[config.mk]
export PLATFORM = sky130hd
export DESIGN_NAME = sparse_matrix_fast_transpose
export DESIGN_NICKNAME = d
export VERILOG_FILES = /design/src/rtl/smft_pkg.sv /design/src/rtl/smft_ctrl.sv /design/src/rtl/smft_datapath.sv /design/src/rtl/sparse_matrix_fast_transpose.sv
export SDC_FILE = /design/constraint.sdc
export NUM_CORES = 2
export LEC_CHECK = 0
export ABC_AREA = 1
export BUFFER_PORTS_ARGS = -buffer_cell sky130_fd_sc_hd__buf_4
export CAP_MARGIN = 20
export CORE_MARGIN = 5
export CORE_UTILIZATION = 60
export DETAILED_ROUTE_END_ITERATION = 8
export PLACE_DENSITY = 0.73
export RECOVER_POWER = 100
export SYNTH_ARGS = -nofsm -noshare
export SYNTH_HDL_FRONTEND = slang
export SYNTH_SLANG_ARGS = --single-unit
[constraint.sdc]
create_clock -name clk -period 4.25 [get_ports clk]
set_input_delay 0.6375 -clock clk [delete_from_list [all_inputs] [get_ports clk]]
set_output_delay 0.6375 -clock clk [all_outputs]
set_load 0.05 [all_outputs]
[src/rtl/smft_pkg.sv]
package smft_pkg;

    localparam int MAX_DIM    = 16;
    localparam int MAX_TERMS  = 32;
    localparam int VALUE_BITS = 16;

    localparam int ROW_W      = 4;
    localparam int COL_W      = 4;
    localparam int CFG_W      = 5;
    localparam int DIM_W      = $clog2(MAX_DIM);
    localparam int TERM_IDX_W = $clog2(MAX_TERMS);
    localparam int CNT_W      = $clog2(MAX_TERMS + 1);
    localparam int ENTRY_W    = ROW_W + COL_W + VALUE_BITS;

    localparam int IN_TDATA_W  = 24;
    localparam int OUT_TDATA_W = 32;
    localparam int OUT_TUSER_W = 2;

    // tuser bit positions on the result side
    localparam int TU_HDR = 0;
    localparam int TU_ERR = 1;

    // configuration register indexes
    localparam logic CFG_NUM_ROWS = 1'b0;
    localparam logic CFG_NUM_COLS = 1'b1;

    typedef enum logic [2:0] {
        S_LOAD,
        S_DECIDE,
        S_HDR,
        S_PREFIX,
        S_SCATTER,
        S_EMIT_RD,
        S_EMIT_LD
    } state_t;

    typedef struct packed {
        logic load_term;
        logic clr_matrix;
        logic pfx_clr;
        logic pfx_step;
        logic idx_clr;
        logic sc_issue;
        logic em_rd;
        logic ld_hdr;
        logic ld_term;
    } cmd_t;

    typedef struct packed {
        logic hdr_only;
        logic pfx_done;
        logic sc_done;
        logic em_last;
        logic out_free;
    } status_t;

endpackage

[src/rtl/smft_ctrl.sv]
module smft_ctrl
(
    input  logic              clk,
    input  logic              rst_n,
    input  logic              in_valid,
    input  logic              in_last,
    output logic              in_ready,
    input  smft_pkg::status_t status,
    output smft_pkg::cmd_t    cmd
);

    smft_pkg::state_t state_reg;
    smft_pkg::state_t state_next;

    always_ff @(posedge clk or negedge rst_n)
    begin
        if (!rst_n)
        begin
            state_reg <= smft_pkg::S_LOAD;
        end
        else
        begin
            state_reg <= state_next;
        end
    end

    always_comb
    begin
        state_next = state_reg;
        case (state_reg)
            smft_pkg::S_LOAD:
            begin
                if (in_valid && in_last)
                begin
                    state_next = smft_pkg::S_DECIDE;
                end
            end
            smft_pkg::S_DECIDE:
            begin
                state_next = smft_pkg::S_HDR;
            end
            smft_pkg::S_HDR:
            begin
                if (status.out_free)
                begin
                    state_next = status.hdr_only ? smft_pkg::S_LOAD : smft_pkg::S_PREFIX;
                end
            end
            smft_pkg::S_PREFIX:
            begin
                if (status.pfx_done)
                begin
                    state_next = smft_pkg::S_SCATTER;
                end
            end
            smft_pkg::S_SCATTER:
            begin
                if (status.sc_done)
                begin
                    state_next = smft_pkg::S_EMIT_RD;
                end
            end
            smft_pkg::S_EMIT_RD:
            begin
                if (status.out_free)
                begin
                    state_next = smft_pkg::S_EMIT_LD;
                end
            end
            smft_pkg::S_EMIT_LD:
            begin
                state_next = status.em_last ? smft_pkg::S_LOAD : smft_pkg::S_EMIT_RD;
            end
            default:
            begin
                state_next = smft_pkg::S_LOAD;
            end
        endcase
    end

    always_comb
    begin
        cmd      = '0;
        in_ready = 1'b0;
        case (state_reg)
            smft_pkg::S_LOAD:
            begin
                in_ready      = 1'b1;
                cmd.load_term = in_valid;
            end
            smft_pkg::S_DECIDE:
            begin
                cmd.pfx_clr = 1'b1;
                cmd.idx_clr = 1'b1;
            end
            smft_pkg::S_HDR:
            begin
                cmd.ld_hdr     = status.out_free;
                cmd.clr_matrix = status.out_free && status.hdr_only;
            end
            smft_pkg::S_PREFIX:
            begin
                cmd.pfx_step = 1'b1;
            end
            smft_pkg::S_SCATTER:
            begin
                cmd.sc_issue = !status.sc_done;
                cmd.idx_clr  = status.sc_done;
            end
            smft_pkg::S_EMIT_RD:
            begin
                cmd.em_rd = status.out_free;
            end
            smft_pkg::S_EMIT_LD:
            begin
                cmd.ld_term    = 1'b1;
                cmd.clr_matrix = status.em_last;
            end
            default:
            begin
                cmd = '0;
            end
        endcase
    end

endmodule

[src/rtl/smft_datapath.sv]
module smft_datapath
(
    input  logic                               clk,
    input  logic                               rst_n,
    input  smft_pkg::cmd_t                     cmd,
    output smft_pkg::status_t                  status,
    input  logic                               cfg_we,
    input  logic                               cfg_index,
    input  logic [smft_pkg::CFG_W-1:0]         cfg_data,
    input  logic [smft_pkg::ROW_W-1:0]         in_row,
    input  logic [smft_pkg::COL_W-1:0]         in_col,
    input  logic [smft_pkg::VALUE_BITS-1:0]    in_value,
    input  logic                               out_ready,
    output logic                               out_valid,
    output logic [smft_pkg::CFG_W-1:0]         out_row,
    output logic [smft_pkg::CFG_W-1:0]         out_col,
    output logic [smft_pkg::VALUE_BITS-1:0]    out_value,
    output logic                               out_hdr,
    output logic                               out_last,
    output logic                               out_err
);

    localparam int RW = smft_pkg::ROW_W;
    localparam int CW = smft_pkg::COL_W;
    localparam int VW = smft_pkg::VALUE_BITS;
    localparam int NW = smft_pkg::CNT_W;

    logic [smft_pkg::CFG_W-1:0] num_rows_reg;
    logic [smft_pkg::CFG_W-1:0] num_cols_reg;
    logic [NW-1:0]              cnt_reg;
    logic                       err_reg;
    logic [NW-1:0]              col_cnt_reg [smft_pkg::MAX_DIM];
    logic [NW-1:0]              start_reg   [smft_pkg::MAX_DIM];
    logic [smft_pkg::DIM_W-1:0] pfx_reg;
    logic [NW-1:0]              run_reg;
    logic [NW-1:0]              idx_reg;
    logic                       sc_vld_reg;

    logic [smft_pkg::ENTRY_W-1:0] term_mem [smft_pkg::MAX_TERMS];
    logic [smft_pkg::ENTRY_W-1:0] tp_mem   [smft_pkg::MAX_TERMS];
    logic [smft_pkg::ENTRY_W-1:0] term_rd_reg;
    logic [smft_pkg::ENTRY_W-1:0] tp_rd_reg;

    logic                       out_valid_reg;
    logic [smft_pkg::CFG_W-1:0] out_row_reg;
    logic [smft_pkg::CFG_W-1:0] out_col_reg;
    logic [VW-1:0]              out_val_reg;
    logic                       out_hdr_reg;
    logic                       out_last_reg;
    logic                       out_err_reg;

    logic          term_ok;
    logic          store_term;
    logic [NW-1:0] idx_inc;
    logic [CW-1:0] sc_col;
    logic [NW-1:0] sc_pos;

    // stored entry layout: {row, col, value}; transposed entry: {new row, new col, value}
    assign term_ok    = (smft_pkg::CFG_W'(in_col) < num_cols_reg)
                        && (cnt_reg < NW'(smft_pkg::MAX_TERMS));
    assign store_term = cmd.load_term && term_ok;
    assign idx_inc    = idx_reg + NW'(1);
    assign sc_col     = term_rd_reg[VW +: CW];
    assign sc_pos     = start_reg[sc_col];

    assign status.hdr_only = err_reg || (cnt_reg == '0);
    assign status.pfx_done = (pfx_reg == smft_pkg::DIM_W'(smft_pkg::MAX_DIM - 1));
    assign status.sc_done  = (idx_reg == cnt_reg);
    assign status.em_last  = (idx_inc == cnt_reg);
    assign status.out_free = !out_valid_reg || out_ready;

    always_ff @(posedge clk or negedge rst_n)
    begin
        if (!rst_n)
        begin
            num_rows_reg <= smft_pkg::CFG_W'(smft_pkg::MAX_DIM);
            num_cols_reg <= smft_pkg::CFG_W'(smft_pkg::MAX_DIM);
        end
        else if (cfg_we)
        begin
            if (cfg_index == smft_pkg::CFG_NUM_ROWS)
            begin
                num_rows_reg <= cfg_data;
            end
            else
            begin
                num_cols_reg <= cfg_data;
            end
        end
    end

    // per-matrix control: term count, error flag and column histogram
    always_ff @(posedge clk or negedge rst_n)
    begin
        if (!rst_n)
        begin
            cnt_reg <= '0;
            err_reg <= 1'b0;
            for (int i = 0; i < smft_pkg::MAX_DIM; i++)
            begin
                col_cnt_reg[i] <= '0;
            end
        end
        else if (cmd.clr_matrix)
        begin
            cnt_reg <= '0;
            err_reg <= 1'b0;
            for (int i = 0; i < smft_pkg::MAX_DIM; i++)
            begin
                col_cnt_reg[i] <= '0;
            end
        end
        else if (cmd.load_term)
        begin
            if (term_ok)
            begin
                cnt_reg             <= cnt_reg + NW'(1);
                col_cnt_reg[in_col] <= col_cnt_reg[in_col] + NW'(1);
            end
            else
            begin
                err_reg <= 1'b1;
            end
        end
    end

    always_ff @(posedge clk or negedge rst_n)
    begin
        if (!rst_n)
        begin
            pfx_reg    <= '0;
            run_reg    <= '0;
            idx_reg    <= '0;
            sc_vld_reg <= 1'b0;
        end
        else
        begin
            sc_vld_reg <= cmd.sc_issue;
            if (cmd.pfx_clr)
            begin
                pfx_reg <= '0;
                run_reg <= '0;
            end
            else if (cmd.pfx_step)
            begin
                pfx_reg <= pfx_reg + smft_pkg::DIM_W'(1);
                run_reg <= run_reg + col_cnt_reg[pfx_reg];
            end
            if (cmd.idx_clr)
            begin
                idx_reg <= '0;
            end
            else if (cmd.sc_issue || cmd.ld_term)
            begin
                idx_reg <= idx_inc;
            end
        end
    end

    // start positions: written by the prefix pass, bumped by each scattered term
    always_ff @(posedge clk)
    begin
        if (cmd.pfx_step)
        begin
            start_reg[pfx_reg] <= run_reg;
        end
        else if (sc_vld_reg)
        begin
            start_reg[sc_col] <= sc_pos + NW'(1);
        end
    end

    always_ff @(posedge clk)
    begin
        if (store_term)
        begin
            term_mem[cnt_reg[smft_pkg::TERM_IDX_W-1:0]] <= {in_row, in_col, in_value};
        end
        if (cmd.sc_issue)
        begin
            term_rd_reg <= term_mem[idx_reg[smft_pkg::TERM_IDX_W-1:0]];
        end
    end

    always_ff @(posedge clk)
    begin
        if (sc_vld_reg)
        begin
            tp_mem[sc_pos[smft_pkg::TERM_IDX_W-1:0]] <=
                {sc_col, term_rd_reg[VW + CW +: RW], term_rd_reg[VW-1:0]};
        end
        if (cmd.em_rd)
        begin
            tp_rd_reg <= tp_mem[idx_reg[smft_pkg::TERM_IDX_W-1:0]];
        end
    end

    always_ff @(posedge clk or negedge rst_n)
    begin
        if (!rst_n)
        begin
            out_valid_reg <= 1'b0;
        end
        else if (cmd.ld_hdr || cmd.ld_term)
        begin
            out_valid_reg <= 1'b1;
        end
        else if (out_ready)
        begin
            out_valid_reg <= 1'b0;
        end
    end

    always_ff @(posedge clk)
    begin
        if (cmd.ld_hdr)
        begin
            out_row_reg  <= num_cols_reg;
            out_col_reg  <= num_rows_reg;
            out_val_reg  <= VW'(cnt_reg);
            out_hdr_reg  <= 1'b1;
            out_last_reg <= status.hdr_only;
            out_err_reg  <= err_reg;
        end
        else if (cmd.ld_term)
        begin
            out_row_reg  <= smft_pkg::CFG_W'(tp_rd_reg[VW + RW +: CW]);
            out_col_reg  <= smft_pkg::CFG_W'(tp_rd_reg[VW +: RW]);
            out_val_reg  <= tp_rd_reg[VW-1:0];
            out_hdr_reg  <= 1'b0;
            out_last_reg <= status.em_last;
            out_err_reg  <= 1'b0;
        end
    end

    assign out_valid = out_valid_reg;
    assign out_row   = out_row_reg;
    assign out_col   = out_col_reg;
    assign out_value = out_val_reg;
    assign out_hdr   = out_hdr_reg;
    assign out_last  = out_last_reg;
    assign out_err   = out_err_reg;

endmodule

[src/rtl/sparse_matrix_fast_transpose.sv]
// Channel   Dir  Transfer when              Contents
// s_axis    in   s_axis_tvalid & tready     one source term; tlast marks the final term
// m_axis    out  m_axis_tvalid & tready     header, then transposed terms; tlast on final
// cfg       in   cfg_valid & cfg_ready      index 0: num_rows, index 1: num_cols
//
// Terms load at one per cycle. After the final term: a decide state, the header, a
// prefix pass over the column counts, a scatter of the n terms (one read of the term
// memory per cycle), then for each emitted term a read of the transposed memory
// and a load of the output register. Error or empty: header only.
// Reset clears control state; memories need no clearing pass.
// A stalled output holds its register; input is not taken until the run is done.
module sparse_matrix_fast_transpose
(
    input  logic                                clk,
    input  logic                                rst_n,
    input  logic                                s_axis_tvalid,
    output logic                                s_axis_tready,
    // [3:0] term_row, [7:4] term_col, [23:8] term_value
    input  logic [smft_pkg::IN_TDATA_W-1:0]     s_axis_tdata,
    input  logic                                s_axis_tlast,
    output logic                                m_axis_tvalid,
    input  logic                                m_axis_tready,
    // [4:0] out_row, [9:5] out_col, [25:10] out_value, [31:26] zero
    output logic [smft_pkg::OUT_TDATA_W-1:0]    m_axis_tdata,
    // [0] is_header, [1] error
    output logic [smft_pkg::OUT_TUSER_W-1:0]    m_axis_tuser,
    output logic                                m_axis_tlast,
    input  logic                                cfg_valid,
    output logic                                cfg_ready,
    input  logic                                cfg_index,
    input  logic [smft_pkg::CFG_W-1:0]          cfg_data
);

    smft_pkg::cmd_t    cmd;
    smft_pkg::status_t status;

    logic [smft_pkg::CFG_W-1:0]      out_row;
    logic [smft_pkg::CFG_W-1:0]      out_col;
    logic [smft_pkg::VALUE_BITS-1:0] out_value;
    logic                            out_hdr;
    logic                            out_err;

    assign cfg_ready = 1'b1;

    smft_ctrl u_ctrl
    (
        .clk      (clk),
        .rst_n    (rst_n),
        .in_valid (s_axis_tvalid),
        .in_last  (s_axis_tlast),
        .in_ready (s_axis_tready),
        .status   (status),
        .cmd      (cmd)
    );

    smft_datapath u_datapath
    (
        .clk       (clk),
        .rst_n     (rst_n),
        .cmd       (cmd),
        .status    (status),
        .cfg_we    (cfg_valid),
        .cfg_index (cfg_index),
        .cfg_data  (cfg_data),
        .in_row    (s_axis_tdata[3:0]),
        .in_col    (s_axis_tdata[7:4]),
        .in_value  (s_axis_tdata[23:8]),
        .out_ready (m_axis_tready),
        .out_valid (m_axis_tvalid),
        .out_row   (out_row),
        .out_col   (out_col),
        .out_value (out_value),
        .out_hdr   (out_hdr),
        .out_last  (m_axis_tlast),
        .out_err   (out_err)
    );

    assign m_axis_tdata = {6'b0, out_value, out_col, out_row};
    assign m_axis_tuser = {out_err, out_hdr};

    // an error header always closes the run
    assert property (@(posedge clk) disable iff (!rst_n)
        m_axis_tvalid && m_axis_tuser[smft_pkg::TU_ERR]
        |-> m_axis_tuser[smft_pkg::TU_HDR] && m_axis_tlast)
        else $error("error result is not a closing header");

    // no further term is taken straight after the final one
    assert property (@(posedge clk) disable iff (!rst_n)
        s_axis_tvalid && s_axis_tready && s_axis_tlast |=> !s_axis_tready)
        else $error("input taken during transpose");

    // a header followed by terms carries a non-zero count
    assert property (@(posedge clk) disable iff (!rst_n)
        m_axis_tvalid && m_axis_tuser[smft_pkg::TU_HDR] && !m_axis_tlast
        |-> m_axis_tdata[25:10] != '0)
        else $error("open header with zero count");

    // the output register is only reloaded when it is free
    assert property (@(posedge clk) disable iff (!rst_n)
        cmd.ld_hdr || cmd.ld_term |-> !m_axis_tvalid || m_axis_tready)
        else $error("output register overwritten");

endmodule

# --- Word-level counts from Yosys, hierarchy flattened ---
# Memories as Yosys holds them, arrays and structs flattened. A register that Yosys moved wholly into a read port is not among the register bits.
# Cells that the tools add are included.
totals:
  ramBits: 1632
  wordCells: 155
  output_inout_bits: 38
  reg_bits: 163
  n_memories: 3
  in_bits: 36
op_classes:
  n_eq_ne: 15
  n_bitwise: 3
  add_sub_neg: 6
  reduce_logical: 25
  n_lt_le_gt_ge: 5
  n_mux: 65
mem_list:
  columns: ["name", "words", "word_bits", "read_ports", "rd_ports_with_merged_regs", "wr", "line_no", "source"]
  rows:
  - ["u_datapath.term_mem", 32, 24, 1, 1, 1, "smft_datapath.sv:39", "logic [smft_pkg::ENTRY_W-1:0] term_mem [smft_pkg::MAX_TERMS];"]
  - ["u_datapath.tp_mem", 32, 24, 1, 1, 1, "smft_datapath.sv:40", "logic [smft_pkg::ENTRY_W-1:0] tp_mem [smft_pkg::MAX_TERMS];"]
  - ["u_datapath.start_reg", 16, 6, 1, 0, 1, "smft_datapath.sv:33", "logic [NW-1:0] start_reg [smft_pkg::MAX_DIM];"]
op_table:
  columns: ["op", "count"]
  rows:
  - ["96-bit two-way mux", 3]
  - ["96-bit bitwise mux", 1]
  - ["6-bit two-way mux", 15]
  - ["6-bit binary-select mux with 4-bit select", 2]
  - ["1-bit two-way mux", 26]
  - ["6-bit by 1-bit adder with 6-bit output, second input constant", 4]
  - ["6-bit demux with 4-bit select", 1]
  - ["3-bit one-hot mux with 7 select lines", 1]
  - ["5-bit two-way mux", 4]
  - ["3-bit two-way mux", 6]
  - ["6-bit equality test", 2]
  - ["4-bit two-way mux", 3]
  - ["2-bit nonzero test", 6]
  - ["5-bit >= comparator, second input constant", 2]
  - ["4-bit NOT with 5-bit output", 2]
  - ["3-bit equality test, second input constant", 3]
  - ["2-bit by 1-bit inequality test with 1-bit output, second input constant", 4]
  - ["2-bit AND reduction", 4]
  - ["6-bit adder", 1]
  - ["3-bit by 2-bit equality test with 1-bit output, second input constant", 2]
  - ["6-bit zero test", 1]
  - ["6-bit < comparator, second input constant", 1]
  - ["6-bit OR reduction", 1]
  - ["1-bit logical AND", 5]
  - ["13 further kinds", 19]

# --- Depth between registers and ports, before layout ---
logic_depth:
  ltp_word: 9
  depth_mapped: 18
  mapped_depth_nobuf: 15

# --- By module ---
# From an unflattened synthesis, not the netlist that was laid out.
hier_totals:
  cells_unflattened: 5928
  hier_area_um2: 73402.9
modules_own_cells:
  columns: ["module", "area_per_inst_um2", "seq_area_each_um2", "instances", "cells_per_inst"]
  rows:
  - ["smft_datapath", 72947.5, 53583.9, 1, 5855]
  - ["smft_ctrl", 380.4, 75.1, 1, 62]
  - ["sparse_matrix_fast_transpose", 75.1, 0.0, 1, 11]

# --- Worst setup path after synthesis ---
# OpenSTA, ideal clock, no wires.
synth_timing:
  kind: "input -> register"
  startpoint: "in s_axis_tdata[6] (netlist name)"
  endpoint: "mem u_datapath.term_mem[3][0] (netlist name) (enable)"
  setup_ns: 0.435
  path_buffers: 2
  path_stages: 10
  setup_slack_ns: 0.319
  arrival_time_ns: 3.496
  t_required_ns: 3.815
  cell_sequence: "ha_1 nand2_1 inv_1 o21ai_0 nand4_1 nor2_1 buf_4 buf_4 nand3_1 nor3_1"
synth_via:
  elab_chain_cells: 5
synth_lines:
  columns: ["element", "line_no", "source"]
  rows:
  - ["start, declared", "sparse_matrix_fast_transpose.sv:19", "input logic [smft_pkg::IN_TDATA_W-1:0] s_axis_tdata,"]
  - ["4-bit by 5-bit < comparator with 1-bit output", "smft_datapath.sv:59", "assign term_ok = (smft_pkg::CFG_W'(in_col) < num_cols_reg)"]
  - ["1-bit logical AND", "smft_datapath.sv:60", "&& (cnt_reg < NW'(smft_pkg::MAX_TERMS));"]
  - ["1-bit logical AND", "smft_datapath.sv:61", "assign store_term = cmd.load_term && term_ok;"]
  - ["1-bit two-way mux", "smft_datapath.sv:175", "if (store_term)"]
  - ["1-bit two-way mux (not written as such)", "smft_datapath.sv:177", "term_mem[cnt_reg[smft_pkg::TERM_IDX_W-1:0]] <= {in_row, in_col, in_value};"]
  - ["end, declared", "smft_datapath.sv:39", null]
# Every way passes these cells.

# --- Final worst setup path ---
layout_timing:
  startpoint: "reg u_datapath.idx_reg[0]"
  endpoint: "reg u_datapath.term_rd_reg[17] (netlist name) (read register of u_datapath.term_mem) (data pin)"
layout_via:
  elab_chain_cells: 3
layout_lines:
  columns: ["element", "line_no", "source"]
  rows:
  - ["start, declared", "smft_datapath.sv:36", "logic [NW-1:0] idx_reg;"]
  - ["start signal, assigned", "smft_datapath.sv:155", "idx_reg <= idx_inc;"]
  - ["6-bit equality test", "smft_datapath.sv:68", "assign status.sc_done = (idx_reg == cnt_reg);"]
  - ["1-bit zero test", "smft_ctrl.sv:107", "cmd.sc_issue = !status.sc_done;"]
  - ["1-bit two-way mux", "smft_ctrl.sv:85", "case (state_reg)"]
  - ["end, declared", "smft_datapath.sv:41", "logic [smft_pkg::ENTRY_W-1:0] term_rd_reg;"]
# Several ways; a longest one is shown, not always the timed one.
# A chain may end at the register's enable or synchronous reset.

==> results.py <==
metrics = {
    "route": {
        "routed-wl-met2_um": 92910,
        "drt-met1-wl_um": 77010,
        "routed.top_layer": "met4",
        "antenna_left": 0,
        "routed_via_density": 6.443,
        "drt-total-wl_um": 199800,
        "drt_iter0_drc": 7278,
        "num_vias": 49627,
        "route.met3.wl_um": 22400,
        "wire_per_inst_um": 25.94,
        "drcViolationCount": 0,
        "drt_first_pass_iters": 8,
    },
    "layout": {
        "final_cell_mix": "1682 x edfxtp_1, 826 x nor2_1, 797 x nand2_1, 655 x o21ai_0, 361 x o22ai_1",
        "drive_above_1_share_pct": 7.743,
        "finalNonFillerCells": 7702,
        "final_common_cell": "edfxtp_1",
        "syn_to_final_growth_pct": 10.51,
        "fillers": 8628,
        "fin_area_um2": 81060,
        "final_net_count": 5975,
    },
    "clock_network": {
        "cts_made_buffers": 176,
        "clockBufferDepth": 3,
        "cts-root-buf": "clkbuf_16",
        "clk-insertion-delay-late_ps": 790,
        "cts_tree": "built",
        "ctsHoldBuffers": 1,
        "post_cts_buffers": 0,
        "cts.repair.resized": 0,
        "path_clk_slew_ps": 60,
        "cts-htree-levels": 4,
        "clock_sinks": 1810,
    },
    "pwr": {
        "combPwrFrac_pct": 24.8,
        "switchingPower_mw": 16.28,
        "p_per_area_nw_per_um2": 603.0,
        "p_int_mw": 32.59,
        "swShare_pct": 33.31,
        "clockPowerShare_pct": 31.7,
        "p_seq_share_pct": 43.5,
        "finalPower_mw": 48.88,
        "vdd_drop_max_v": 0.0007377,
        "p_leak_nw": 27.84,
    },
    "synthesis": {
        "synth-edff-count": 1682,
        "yosysWarnings": 0,
        "ys.flop_type": "edfxtp_1",
        "netlist_instances": 5929,
        "syn-cell-area_um2": 73350,
        "yosysSeqAreaShare_pct": 73.16,
        "yosysUniqueCellTypes": 41,
        "synth-seq-cells": 1810,
        "postSynthAreaPerCell_um2": 12.37,
        "async_flop_share_pct": 6.464,
    },
    "sta": {
        "period_share_pct": 91.95,
        "hold_viol_final": 0,
        "fin_ws_ps": 342.3,
        "setup_violations": 0,
        "relSlewSlack_pct": -109.9,
        "rsz0062_at_grt": "no",
        "fin_setup_tns_ps": 0,
        "clock.fmax_mhz": 255.9,
        "worstMarginPinSlew_ps": 3137,
        "drv_slew": 802,
        "min_period_ps": 3908,
        "final.setup_skew_ps": 24.67,
    },
    "critical_path": {
        "crit_family": "simple AND/OR/NAND/NOR gates",
        "path_buf_inv": 2,
        "cp_data_required_time_ps": 4680,
        "crit_arrival_ps": 4340,
        "crit_top_cell": "nand2_1",
        "end_kind": "flip-flop",
        "crit_fanout": 104,
        "critPathKind": "reg2reg",
        "crit_path_max_incr_delay_ps": 800,
        "start_kind": "flip-flop",
        "path_cells": "inv_16 -> nand2_1 -> buf_12 -> o221ai_1 -> a21oi_1 -> nand3b_1 -> nand3_1 -> nand2_1",
        "r2r_slack_ps": 340,
        "crit_slowest_cell": "nand2_1",
    },
    "placement": {
        "gp_congestion": 0.8980,
        "place_inst": 7362,
        "numPortBuffers": 66,
        "dp_hpwl_um": 111300,
        "place_ws_ps": 693.1,
        "placed_area_um2": 76000,
    },
    "floorplanning": {
        "coreArea_um2": 121600,
        "initial_core_util_pct": 60.34,
        "io-pin-count": 74,
        "rows": 128,
        "die_h_um": 359.6,
        "dieArea_um2": 129300,
        "die_w_um": 359.6,
    },
    "run_status": {
        "status": "finished, violations left",
        "violations": "max-capacitance violations, max-slew violations",
    },
    "global_routing": {
        "antenna_found_initial": 10,
        "grt_max_degree": 175,
        "grt_pass1_wl_um": 296400,
        "grt_pass1_vias": 47557,
        "grt.overflow.total": 0,
        "grt_usage_pct": 30.04,
    },
    "hold_path": {
        "hold_path.class": "in2reg",
    },
    "job": {
        "cap_viol_max_count": 23,
    },
}
-- cell usage after synthesis (5+ instances only) --
| cell type | instances | area share, % |
|---|---|---|
| ha_1 | 18 | 0.31 |
| nand2_1 | 796 | 4.1 |
| buf_6 | 21 | 0.32 |
| nand2_2 | 7 | 0.060 |
| nand3_1 | 255 | 1.7 |
| buf_2 | 103 | 0.70 |
| o21ai_1 | 157 | 1.1 |
| nor2_2 | 7 | 0.060 |
| a21o_1 | 52 | 0.53 |
| nand4_1 | 7 | 0.060 |
| a21oi_1 | 181 | 1.2 |
| xor2_1 | 5 | 0.060 |
| o21ai_0 | 648 | 4.4 |
| clkbuf_1 | 217 | 1.1 |
| inv_2 | 15 | 0.077 |
| o22ai_1 | 361 | 3.1 |
| buf_4 | 44 | 0.45 |
| edfxtp_1 | 1682 | 69 |
| nand3b_1 | 27 | 0.28 |
| dfrtp_1 | 115 | 3.9 |
| o211ai_1 | 30 | 0.31 |
| o221ai_1 | 104 | 1.2 |
| buf_1 | 11 | 0.056 |
| dfxtp_1 | 11 | 0.30 |
| nor2_1 | 865 | 4.4 |
| inv_1 | 149 | 0.76 |
| nor3_1 | 8 | 0.055 |
-- layout make-up --
cell class | count | area, µm² | share of cell area (%)
Multi-Input combinational cell | 3556 | 17360 | 21.41
Clock inverter | 120 | 1090 | 1.344
Tap cell | 1625 | 2033 | 2.508
Sequential cell | 1810 | 53670 | 66.21
Clock buffer | 208 | 4629 | 5.711
Inverter | 168 | 664.4 | 0.8197
Timing Repair Buffer | 208 | 1593 | 1.965
Antenna cell | 7 | 17.52 | 0.02161
-- path summary, 6_finish.rpt --
path	from	to	cells past startpoint
worst max-delay path	u_datapath.idx_reg[0]	u_datapath.term_rd_reg[17]	8
worst min-delay path	cfg_data[1]	u_datapath.num_rows_reg[1]	3
worst max register to register	u_datapath.idx_reg[0]	u_datapath.term_rd_reg[17]	8
worst min register to register	u_datapath.out_value[12]	u_datapath.out_value[12]	2
max in group asynchronous	rst_n	u_datapath.sc_vld_reg	3
min in group asynchronous	rst_n	u_datapath.col_cnt_reg[12]	2
-- power groups by stage --
stage | clock network, mW | logic, mW | registers [mW]
after floorplan | 0 | 7.86 | 21.6
after global placement | 0 | 11.8 | 21.6
after detailed placement | 0 | 12.0 | 21.6
after CTS | 15.6 | 12.1 | 21.3
after global routing | 16.4 | 13.1 | 21.3
final | 15.5 | 12.1 | 21.2
-- cell families (layout without fill, tap and decap cells) --
group,Yosys count,in the layout,share of synthesized area [%]
other,2,14,0.01024
buffers and inverters,568,704,3.533
AND/OR/NAND/NOR,1986,1986,10.95
XOR/XNOR,9,9,0.1075
adder cells (fa/ha/maj),19,19,0.3344
flip-flops,1810,1810,73.16
AO/OA/AOI/OAI,1535,1535,11.91
-- metrics by stage --
step	hold slack, ps	utilization [%]
2_1_floorplan	341.9	-
3_3_place_gp	454.8	62.50
3_5_place_dp	454.3	62.52
4_1_cts	88.26	67.24
5_1_grt	112.7	66.68
6_report	132.6	66.68
-- per-layer routing --
layer  track usage [%]  up-vias
li1                  -    21639
met1             42.64    24310
met2             46.61     3222
met3             6.129      456
met4             11.75        0
met5                 0        -
-- tightest hold or removal path, stage by stage --
cell and delay, ps:
buf_4 110, inv_1 50, o21ai_0 80
Note: power is estimated with default switching activity, not from simulation.
